===== src/ccbs_pkg.sv =====
// shared types and constants for the colour contrast blob selector
package ccbs_pkg;

  // field widths
  localparam int LVL_W      = 8;   // colour level
  localparam int Q_FRAC     = 16;  // Q16 fraction bits
  localparam int NRM_W      = 17;  // normalized level, up to 1.0 plus epsilon
  localparam int RAT_W      = 26;  // one target/other ratio
  localparam int SUM_W      = 27;  // sum of two ratios, also the threshold
  localparam int IDX_W      = 8;   // reported blob index

  // serial divider sizing
  localparam int DIVD_W     = NRM_W + Q_FRAC;  // dividend and quotient
  localparam int DIVS_W     = NRM_W;           // divisor and remainder
  localparam int STEP_W     = $clog2(DIVD_W + 1);
  localparam logic [STEP_W-1:0] NORM_STEPS  = STEP_W'(LVL_W + Q_FRAC);
  localparam logic [STEP_W-1:0] RATIO_STEPS = STEP_W'(DIVD_W);

  // normalized levels of the darkest and brightest channel
  localparam logic [NRM_W-1:0] ADD_EPS  = NRM_W'(66);
  localparam logic [NRM_W-1:0] NORM_TOP = NRM_W'(65536 + 66);

  // configuration port
  localparam int CFG_IDX_W  = 1;
  localparam int CFG_DATA_W = SUM_W;
  localparam logic [CFG_IDX_W-1:0] CFG_TARGET = 1'b0;
  localparam logic [CFG_IDX_W-1:0] CFG_THRESH = 1'b1;

  // target channel codes
  localparam logic [1:0] TGT_RED   = 2'd0;
  localparam logic [1:0] TGT_GREEN = 2'd1;
  localparam logic [1:0] TGT_BLUE  = 2'd2;
  localparam logic [1:0] TGT_NONE  = 2'd3;

  localparam logic [1:0]       TGT_RESET    = TGT_BLUE;
  localparam logic [SUM_W-1:0] THRESH_RESET = SUM_W'(68813);

  localparam int unsigned MAX_BLOBS_DEF = 256;

  // request to the serial divider
  typedef struct packed {
    logic              start;
    logic [DIVD_W-1:0] dividend;
    logic [DIVS_W-1:0] divisor;
    logic [STEP_W-1:0] steps;
  } div_req_t;

endpackage


===== src/ccbs_div.sv =====
// radix-2 restoring divider, one quotient bit per cycle
module ccbs_div
  import ccbs_pkg::*;
(
  input  logic              clk,
  input  logic              rst_n,
  input  div_req_t          req,
  output logic              done,
  output logic [DIVD_W-1:0] quotient
);

  logic [DIVD_W-1:0] q_r;
  logic [DIVS_W-1:0] rem_r;
  logic [DIVS_W-1:0] dvs_r;
  logic [STEP_W-1:0] cnt_r;
  logic              busy_r;
  logic              done_r;

  logic [DIVS_W:0]   rem_sh;
  logic [DIVS_W:0]   diff;
  logic              ge;

  // one trial subtraction per cycle
  assign rem_sh = {rem_r, q_r[DIVD_W-1]};
  assign diff   = rem_sh - {1'b0, dvs_r};
  assign ge     = !diff[DIVS_W];

  // control
  always_ff @(posedge clk) begin
    if (!rst_n) begin
      busy_r <= 1'b0;
      done_r <= 1'b0;
      cnt_r  <= '0;
    end else begin
      done_r <= !req.start && busy_r && (cnt_r == STEP_W'(1));
      if (req.start) begin
        busy_r <= 1'b1;
        cnt_r  <= req.steps;
      end else if (busy_r) begin
        cnt_r <= cnt_r - 1'b1;
        if (cnt_r == STEP_W'(1)) busy_r <= 1'b0;
      end
    end
  end

  // datapath: dividend shifts out on top, quotient bits shift in below
  always_ff @(posedge clk) begin
    if (req.start) begin
      q_r   <= req.dividend;
      rem_r <= '0;
      dvs_r <= req.divisor;
    end else if (busy_r) begin
      q_r   <= {q_r[DIVD_W-2:0], ge};
      rem_r <= ge ? diff[DIVS_W-1:0] : rem_sh[DIVS_W-1:0];
    end
  end

  assign done     = done_r;
  assign quotient = q_r;

  a_start_idle: assert property (@(posedge clk) disable iff (!rst_n)
    req.start |-> !busy_r)
    else $error("divider started while busy");

  a_start_busy: assert property (@(posedge clk) disable iff (!rst_n)
    req.start && (req.steps != '0) |=> busy_r)
    else $error("divider did not start");

  a_done_idle: assert property (@(posedge clk) disable iff (!rst_n)
    done_r |-> !busy_r && $past(busy_r))
    else $error("done without a finished division");

endmodule


===== src/colour_contrast_blob_select.sv =====
// colour contrast blob selector top level
// processing: the next item waits until this one is done; there is no middle-level
//   division when no channel lies strictly between the others and none at all for a grey
//   blob, a blob past capacity or target code 3; a last blob also waits while the previous
//   result is stalled; one item at a time, set by the one-bit-per-cycle divider (24 steps
//   for the middle level, 33 for each of two ratios); results wait in an output register
// reset (synchronous, active low) clears the list state and loads register defaults
module colour_contrast_blob_select
  import ccbs_pkg::*;
#(
  parameter int unsigned MAX_BLOBS = MAX_BLOBS_DEF
) (
  input  logic                  clk,
  input  logic                  rst_n,
  // configuration
  input  logic                  cfg_we,
  input  logic [CFG_IDX_W-1:0]  cfg_index,
  input  logic [CFG_DATA_W-1:0] cfg_data,
  // input items
  input  logic                  in_valid,
  output logic                  in_stall,
  input  logic [LVL_W-1:0]      in_red_level,
  input  logic [LVL_W-1:0]      in_green_level,
  input  logic [LVL_W-1:0]      in_blue_level,
  input  logic                  in_last_blob,
  // result items
  output logic                  out_valid,
  input  logic                  out_stall,
  output logic                  out_found,
  output logic [IDX_W-1:0]      out_best_index,
  output logic [SUM_W-1:0]      out_best_contrast,
  output logic                  out_overflow
);

  localparam int CW = $clog2(MAX_BLOBS + 1);
  localparam int PW = $clog2(MAX_BLOBS);

  typedef enum logic [8:0] {
    S_IDLE    = 9'b000000001,
    S_PREP    = 9'b000000010,
    S_NORM    = 9'b000000100,
    S_RA_GO   = 9'b000001000,
    S_RA_WAIT = 9'b000010000,
    S_RB_GO   = 9'b000100000,
    S_RB_WAIT = 9'b001000000,
    S_UPD     = 9'b010000000,
    S_DONE    = 9'b100000000
  } state_t;

  state_t            state_r, state_nxt;

  logic [1:0]        tgt_r;
  logic [SUM_W-1:0]  thr_r;

  logic [LVL_W-1:0]  red_r, green_r, blue_r;
  logic              last_r;
  logic [NRM_W-1:0]  nr_r, ng_r, nb_r;
  logic [2:0]        mid_sel_r;
  logic [RAT_W-1:0]  ra_r, rb_r;
  logic [PW-1:0]     pos_r;

  logic [CW-1:0]     cnt_r;
  logic [SUM_W-1:0]  best_r;
  logic [PW-1:0]     best_pos_r;
  logic              have_r;
  logic              ovf_r;

  logic              out_valid_r;
  logic              out_found_r;
  logic [IDX_W-1:0]  out_idx_r;
  logic [SUM_W-1:0]  out_sum_r;
  logic              out_ovf_r;

  logic              in_acc;
  logic [LVL_W-1:0]  lo, hi, span, mid_val;
  logic [2:0]        mid_sel;
  logic              grey, no_tgt, ovf_now, skip;
  logic [NRM_W-1:0]  t_n, o1_n, o2_n;
  logic [SUM_W-1:0]  sum;
  logic              qualify;
  logic              out_blocked;
  logic [PW+IDX_W-1:0] pos_ext;

  div_req_t          div_req;
  logic              div_done;
  logic [DIVD_W-1:0] div_q;

  // fixed levels: darkest channel, brightest channel, middle filled in later
  function automatic logic [NRM_W-1:0] edge_level(input logic [LVL_W-1:0] x,
                                                  input logic [LVL_W-1:0] l,
                                                  input logic [LVL_W-1:0] h);
    logic [NRM_W-1:0] v;
    if (x == l) v = ADD_EPS;
    else if (x == h) v = NORM_TOP;
    else v = '0;
    return v;
  endfunction

  assign in_acc   = in_valid && !in_stall;
  assign in_stall = (state_r != S_IDLE);

  // min, max and middle channel of the held blob
  always_comb begin
    lo = red_r;
    hi = red_r;
    if (green_r < lo) lo = green_r;
    if (blue_r < lo)  lo = blue_r;
    if (green_r > hi) hi = green_r;
    if (blue_r > hi)  hi = blue_r;
  end

  assign span       = hi - lo;
  assign grey       = (hi == lo);
  assign mid_sel[0] = (red_r != lo) && (red_r != hi);
  assign mid_sel[1] = (green_r != lo) && (green_r != hi);
  assign mid_sel[2] = (blue_r != lo) && (blue_r != hi);
  assign mid_val    = mid_sel[1] ? green_r : (mid_sel[2] ? blue_r : red_r);
  assign no_tgt     = (tgt_r == TGT_NONE);
  assign ovf_now    = (cnt_r >= CW'(MAX_BLOBS));
  assign skip       = ovf_now || grey || no_tgt;

  // target first, then the two other channels
  always_comb begin
    case (tgt_r)
      TGT_RED: begin
        t_n = nr_r; o1_n = ng_r; o2_n = nb_r;
      end
      TGT_GREEN: begin
        t_n = ng_r; o1_n = nr_r; o2_n = nb_r;
      end
      default: begin
        t_n = nb_r; o1_n = ng_r; o2_n = nr_r;
      end
    endcase
  end

  // divider requests
  always_comb begin
    div_req.start    = 1'b0;
    div_req.dividend = {t_n, {Q_FRAC{1'b0}}};
    div_req.divisor  = o1_n;
    div_req.steps    = RATIO_STEPS;
    case (state_r)
      S_PREP: begin
        div_req.start    = !skip && (mid_sel != 3'b000);
        div_req.dividend = {mid_val - lo, {(DIVD_W-LVL_W){1'b0}}};
        div_req.divisor  = {{(DIVS_W-LVL_W){1'b0}}, span};
        div_req.steps    = NORM_STEPS;
      end
      S_RA_GO: begin
        div_req.start = 1'b1;
      end
      S_RB_GO: begin
        div_req.start   = 1'b1;
        div_req.divisor = o2_n;
      end
      default: begin
        div_req.start = 1'b0;
      end
    endcase
  end

  ccbs_div u_div (
    .clk      (clk),
    .rst_n    (rst_n),
    .req      (div_req),
    .done     (div_done),
    .quotient (div_q)
  );

  // contrast test and ratio sum
  assign sum         = {1'b0, ra_r} + {1'b0, rb_r};
  assign qualify     = ({1'b0, ra_r} > thr_r) && ({1'b0, rb_r} > thr_r);
  assign out_blocked = out_valid_r && out_stall;
  assign pos_ext     = {{IDX_W{1'b0}}, best_pos_r};

  // sequencer
  always_comb begin
    state_nxt = state_r;
    case (state_r)
      S_IDLE: begin
        if (in_acc) state_nxt = S_PREP;
      end
      S_PREP: begin
        if (skip) state_nxt = S_DONE;
        else if (mid_sel != 3'b000) state_nxt = S_NORM;
        else state_nxt = S_RA_GO;
      end
      S_NORM: begin
        if (div_done) state_nxt = S_RA_GO;
      end
      S_RA_GO: begin
        state_nxt = S_RA_WAIT;
      end
      S_RA_WAIT: begin
        if (div_done) state_nxt = S_RB_GO;
      end
      S_RB_GO: begin
        state_nxt = S_RB_WAIT;
      end
      S_RB_WAIT: begin
        if (div_done) state_nxt = S_UPD;
      end
      S_UPD: begin
        state_nxt = S_DONE;
      end
      S_DONE: begin
        if (!last_r || !out_blocked) state_nxt = S_IDLE;
      end
      default: begin
        state_nxt = S_IDLE;
      end
    endcase
  end

  // control state, configuration and list state
  always_ff @(posedge clk) begin
    if (!rst_n) begin
      state_r     <= S_IDLE;
      tgt_r       <= TGT_RESET;
      thr_r       <= THRESH_RESET;
      cnt_r       <= '0;
      best_r      <= '0;
      best_pos_r  <= '0;
      have_r      <= 1'b0;
      ovf_r       <= 1'b0;
      out_valid_r <= 1'b0;
    end else begin
      state_r <= state_nxt;

      // register writes
      if (cfg_we) begin
        if (cfg_index == CFG_TARGET) tgt_r <= cfg_data[1:0];
        if (cfg_index == CFG_THRESH) thr_r <= cfg_data[SUM_W-1:0];
      end

      // blob position, saturating at capacity
      if (state_r == S_PREP) begin
        if (ovf_now) ovf_r <= 1'b1;
        else cnt_r <= cnt_r + 1'b1;
      end

      // keep the best qualifying blob, earlier wins on ties
      if ((state_r == S_UPD) && qualify && (!have_r || (sum > best_r))) begin
        have_r     <= 1'b1;
        best_r     <= sum;
        best_pos_r <= pos_r;
      end

      // result valid: set on the last blob, dropped once taken
      if ((state_r == S_DONE) && last_r && !out_blocked) out_valid_r <= 1'b1;
      else if (out_valid_r && !out_stall) out_valid_r <= 1'b0;

      // clear the list after its report
      if ((state_r == S_DONE) && last_r && !out_blocked) begin
        cnt_r       <= '0;
        best_r      <= '0;
        best_pos_r  <= '0;
        have_r      <= 1'b0;
        ovf_r       <= 1'b0;
      end
    end
  end

  // payload registers
  always_ff @(posedge clk) begin
    if (in_acc) begin
      red_r   <= in_red_level;
      green_r <= in_green_level;
      blue_r  <= in_blue_level;
      last_r  <= in_last_blob;
    end
    if (state_r == S_PREP) begin
      nr_r      <= edge_level(red_r, lo, hi);
      ng_r      <= edge_level(green_r, lo, hi);
      nb_r      <= edge_level(blue_r, lo, hi);
      mid_sel_r <= mid_sel;
      pos_r     <= cnt_r[PW-1:0];
    end
    if ((state_r == S_NORM) && div_done) begin
      if (mid_sel_r[0]) nr_r <= div_q[NRM_W-1:0] + ADD_EPS;
      if (mid_sel_r[1]) ng_r <= div_q[NRM_W-1:0] + ADD_EPS;
      if (mid_sel_r[2]) nb_r <= div_q[NRM_W-1:0] + ADD_EPS;
    end
    if ((state_r == S_RA_WAIT) && div_done) ra_r <= div_q[RAT_W-1:0];
    if ((state_r == S_RB_WAIT) && div_done) rb_r <= div_q[RAT_W-1:0];
    if ((state_r == S_DONE) && last_r && !out_blocked) begin
      out_found_r <= have_r;
      out_idx_r   <= have_r ? pos_ext[IDX_W-1:0] : '0;
      out_sum_r   <= have_r ? best_r : '0;
      out_ovf_r   <= ovf_r;
    end
  end

  assign out_valid         = out_valid_r;
  assign out_found         = out_found_r;
  assign out_best_index    = out_idx_r;
  assign out_best_contrast = out_sum_r;
  assign out_overflow      = out_ovf_r;

  a_accept_prep: assert property (@(posedge clk) disable iff (!rst_n)
    in_acc |=> state_r == S_PREP)
    else $error("accepted item not processed");

  a_result_src: assert property (@(posedge clk) disable iff (!rst_n)
    $rose(out_valid_r) |-> $past(state_r == S_DONE) && $past(last_r))
    else $error("result without a last blob");

  a_no_match: assert property (@(posedge clk) disable iff (!rst_n)
    out_valid_r && !out_found_r |-> out_idx_r == '0 && out_sum_r == '0)
    else $error("empty result carries a blob");

  a_best_clear: assert property (@(posedge clk) disable iff (!rst_n)
    !have_r |-> best_r == '0 && best_pos_r == '0)
    else $error("best kept without a match");

  a_cnt_cap: assert property (@(posedge clk) disable iff (!rst_n)
    cnt_r <= CW'(MAX_BLOBS))
    else $error("blob counter past capacity");

endmodule

===== config.mk =====
export PLATFORM = sky130hd
export DESIGN_NAME = colour_contrast_blob_select
export DESIGN_NICKNAME = d
export VERILOG_FILES = /design/src/ccbs_pkg.sv /design/src/ccbs_div.sv /design/src/colour_contrast_blob_select.sv
export SDC_FILE = /design/constraint.sdc
export NUM_CORES = 1
export LEC_CHECK = 0
export BUFFER_PORTS_ARGS = -buffer_cell sky130_fd_sc_hd__buf_2
export CAP_MARGIN = 20
export CORE_MARGIN = 4
export CORE_UTILIZATION = 30
export CTS_CLUSTER_SIZE = 8
export DETAILED_ROUTE_END_ITERATION = 8
export SKIP_CTS_REPAIR_TIMING = 1
export SYNTH_ARGS = -nofsm -noshare
export SYNTH_HDL_FRONTEND = slang
export SYNTH_SLANG_ARGS = --single-unit

===== constraint.sdc =====
create_clock -name clk -period 7.7 [get_ports clk]
set_input_delay 0.77 -clock clk [delete_from_list [all_inputs] [get_ports clk]]
set_output_delay 0.77 -clock clk [all_outputs]
set_load 0.03 [all_outputs]

==> flow_summary.ini <==
[clock_network]
cts_buffer_depth = 3
cts_root_buf = clkbuf_16
clk_pin_slew_ns = 0.06
worstSkewPairLatency_ns = 0.59
htree_levels = 2
cts.sinks = 336
cts_tree = yes
cts_made_buffers = 48

[synthesis]
synth_edf_count = 175
synth_compound_area_share_pct = 18.1
synth_fa_ha_area_share_pct = 10.9
syn_avg_cell_area_sq_um = 9.69
async_flop_share_pct = 0
synth_xor_area_share_pct = 4.21
synth-warning-count = 0
synth_area_sq_um = 19800
synth-seq-area-share_pct = 42.9
ys.flop_type = edfxtp_1
synthMuxAreaShare_pct = 5.43
synth_cell_types = 88
synth_top_family_by_area = compound AO/OA/AOI/OAI gates
synthesis.nets = 2266
synth_seq_cells = 336
yosys.area_share.simple_pct = 13.9
synthCells = 2039

[sta]
setup_tns_ns = 0
max_slew_margin_pct = 26.0
min_period_ns = 7.15
maxSlewViolCount = 0
finalHoldViolCount = 0
post-route-period-util_pct = 92.9
setup_viol = 0
setup_ws_ns = 0.549
tightest_slew_ns = 1.11
finClkSkew_ns = 0.0203
max_clock_freq_mhz = 140

[placed_design]
gp_congestion = 0.917
dp_slack_ns = 0.442
dp_hpwl_mm = 42.0
io_buffers = 96

[floorplanning]
die-area_sq_um = 70000
start_util_pct = 30.5
die_y_um = 265
die_w_um = 265
ioPinCount = 97
rows = 93
coreArea_sq_um = 64800

[flow_run]
maxCapViolCount = 0

[setup_path]
setup.worst_path.start_class = flip-flop
max_stage_delay_ns = 0.49
crit_required_ns = 8.03
crit_top_cell = nor2_1
r2r_cells = 30
path_max_fanout = 9
critPathCaptureType = flip-flop
cp_slowest_cell = edfxtp_1
critPathKind = flip-flop to flip-flop
arrival_ns = 7.48

[detailed_routing]
wire_per_inst_um = 18.4
drtAntennaViolNets = 0
drt_iter0_markers = 1118
finalWirelength_mm = 56.2
vias = 15900
drc = 0
vias_per_cell = 5.20
drtPass1Iterations = 5

[layout]
post_route_cells_drive_above_1_share_pct = 12.8
area_delta_synth_final_pct = 16.3
nets = 2392
diodes = 0

[grt]
grt_pass1_vias = 15900
grt_start_max_net_pins = 54
grt_pass1_wl_mm = 88.1
grt_usage_pct = 15.5
antenna_found_initial = 0
grt_overflow_total = 0

[worst_hold_path]
worstHoldPathCells = 1
hold_path.class = input port to flip-flop

[power]
leakage_uw = 0.00922
power.density_nw_per_um2 = 255
ir_drop_v = 0.000176

[status]
outcome = finished clean
[flip-flops by register name, summed over array words and instances (netlist names), 3 cells and up]
register / flops
best_pos_r: 8
best_r: 27
blue_r: 8
cnt_r: 9
green_r: 8
mid_sel_r: 3
nb_r: 17
ng_r: 17
nr_r: 17
out_best_contrast: 27
out_best_index: 8
pos_r: 8
ra_r: 26
rb_r: 26
red_r: 8
state_r: 9
thr_r: 27
u_div.cnt_r: 6
u_div.dvs_r: 17
u_div.quotient: 33
u_div.rem_r: 17
[metal layers]
layer	vias up	part of all wire, %	routed length, um	GRT usage (%)
met5	-	0	0	0
li1	7714	-	-	-
met4	0	3.0	1710	5.31
met3	104	4.7	2640	2.02
met1	7664	44	24900	20.1
met2	440	48	27000	26.7
[through the flow]
step | cell area [sq um] | total power, uW | util, % | hold WS [ns] | std cells
floorplan | 19800 | 3370 | - | 0.409 | 2039
global placement | 21500 | 3840 | 33.2 | 0.427 | 2970
detailed placement | 21500 | 3860 | 33.2 | 0.424 | 2970
CTS | 23000 | 5900 | 35.4 | 0.332 | 3060
global route | 23000 | 6180 | 35.4 | 0.336 | 3060
finish | 23000 | 5860 | 35.4 | 0.355 | 3060
[worst max-delay path: cells and delay by family (launching register included)]
family                     cells  cell delay [ns]
adders and majority gates      4             1.14
and+or+nand+nor               10             2.19
DFF                            1             0.49
buffers and inverters          3             0.32
AOI/OAI and AO/OA             10             2.15
muxes                          2             0.43
xor gates and xnor gates       1             0.18
[worst paths after layout]
path | slack [ns] | start | end
max | 0.55 | red_r[6]$_DFFE_PP_ | u_div.quotient[31]$_DFFE_PP_
min | 0.35 | in_green_level[6] | green_r[6]$_DFFE_PP_
max reg2reg | 0.55 | red_r[6]$_DFFE_PP_ | u_div.quotient[31]$_DFFE_PP_
min reg2reg | 0.44 | ovf_r$_SDFFE_PP0P_ | out_overflow$_DFFE_PP_
[final cells by class]
type	count	area (sq um)
fill	6545	41800
clock buffer	86	1350
multi-input combinational	1479	10400
timing repair buffer	169	1050
sequential	336	8480
tap	855	1070
inverter	131	494
clock inverter	4	95.1
[placed cells by master, fill, tap and decap left out, types with 71 or more instances in the layout]
cell type and count:
nand2_1 136, nor2_1 176, o21ai_0 112, ha_1 165
buf_2 96, inv_1 123, edfxtp_1 175, dfxtp_1 160
nand3_1 86, a21oi_1 139, buf_4 71, mux2i_1 102
[cell usage after synthesis (6+ instances only)]
master    count  area, sq um
a211oi_1     27          203
a211oi_2     15          188
a21o_1       59          443
a21oi_1     140          701
a221oi_1      6         52.6
a31oi_1      10         62.6
and2_1       13         81.3
and3_1       26          163
buf_1        16         60.1
clkbuf_1     63          236
clkinv_1      6         22.5
dfxtp_1     161         3220
edfxtp_1    175         5260
ha_1        165         2060
inv_1       123          462
mux2i_1     102         1020
nand2_1     136          510
nand2b_1     11         68.8
nand3_1      86          430
nand3b_1      7         52.6
nand4_1      24          150
nor2_1      178          668
nor2b_1      13         81.3
nor3_1       35          175
nor4_1       16          100
o211ai_1     31          233
o21a_1       33          248
o21ai_0     112          561
o21bai_1      6         45.0
o22ai_1      18          113
or2_2         7         43.8
xnor2_1      59          517
xor2_1       36          315
[report_power, final]
| part | switching (uW) | leakage (uW) | internal [uW] |
|---|---|---|---|
| clock network | 821 | 0.000681 | 1190 |
| registers | 89.6 | 0.00300 | 1990 |
| logic | 1020 | 0.00554 | 742 |
[cells by family (layout without fill, tap and decap cells)]
logic type / after synthesis / count (layout)
adder cells (fa/ha/maj): 169 / 169
flip-flops: 336 / 336
AND/OR/NAND/NOR: 577 / 577
XOR/XNOR: 95 / 95
buffers and inverters: 224 / 390
AO/OA/AOI/OAI: 532 / 532
multiplexers: 106 / 106
Power figures use the tool's default switching activity.
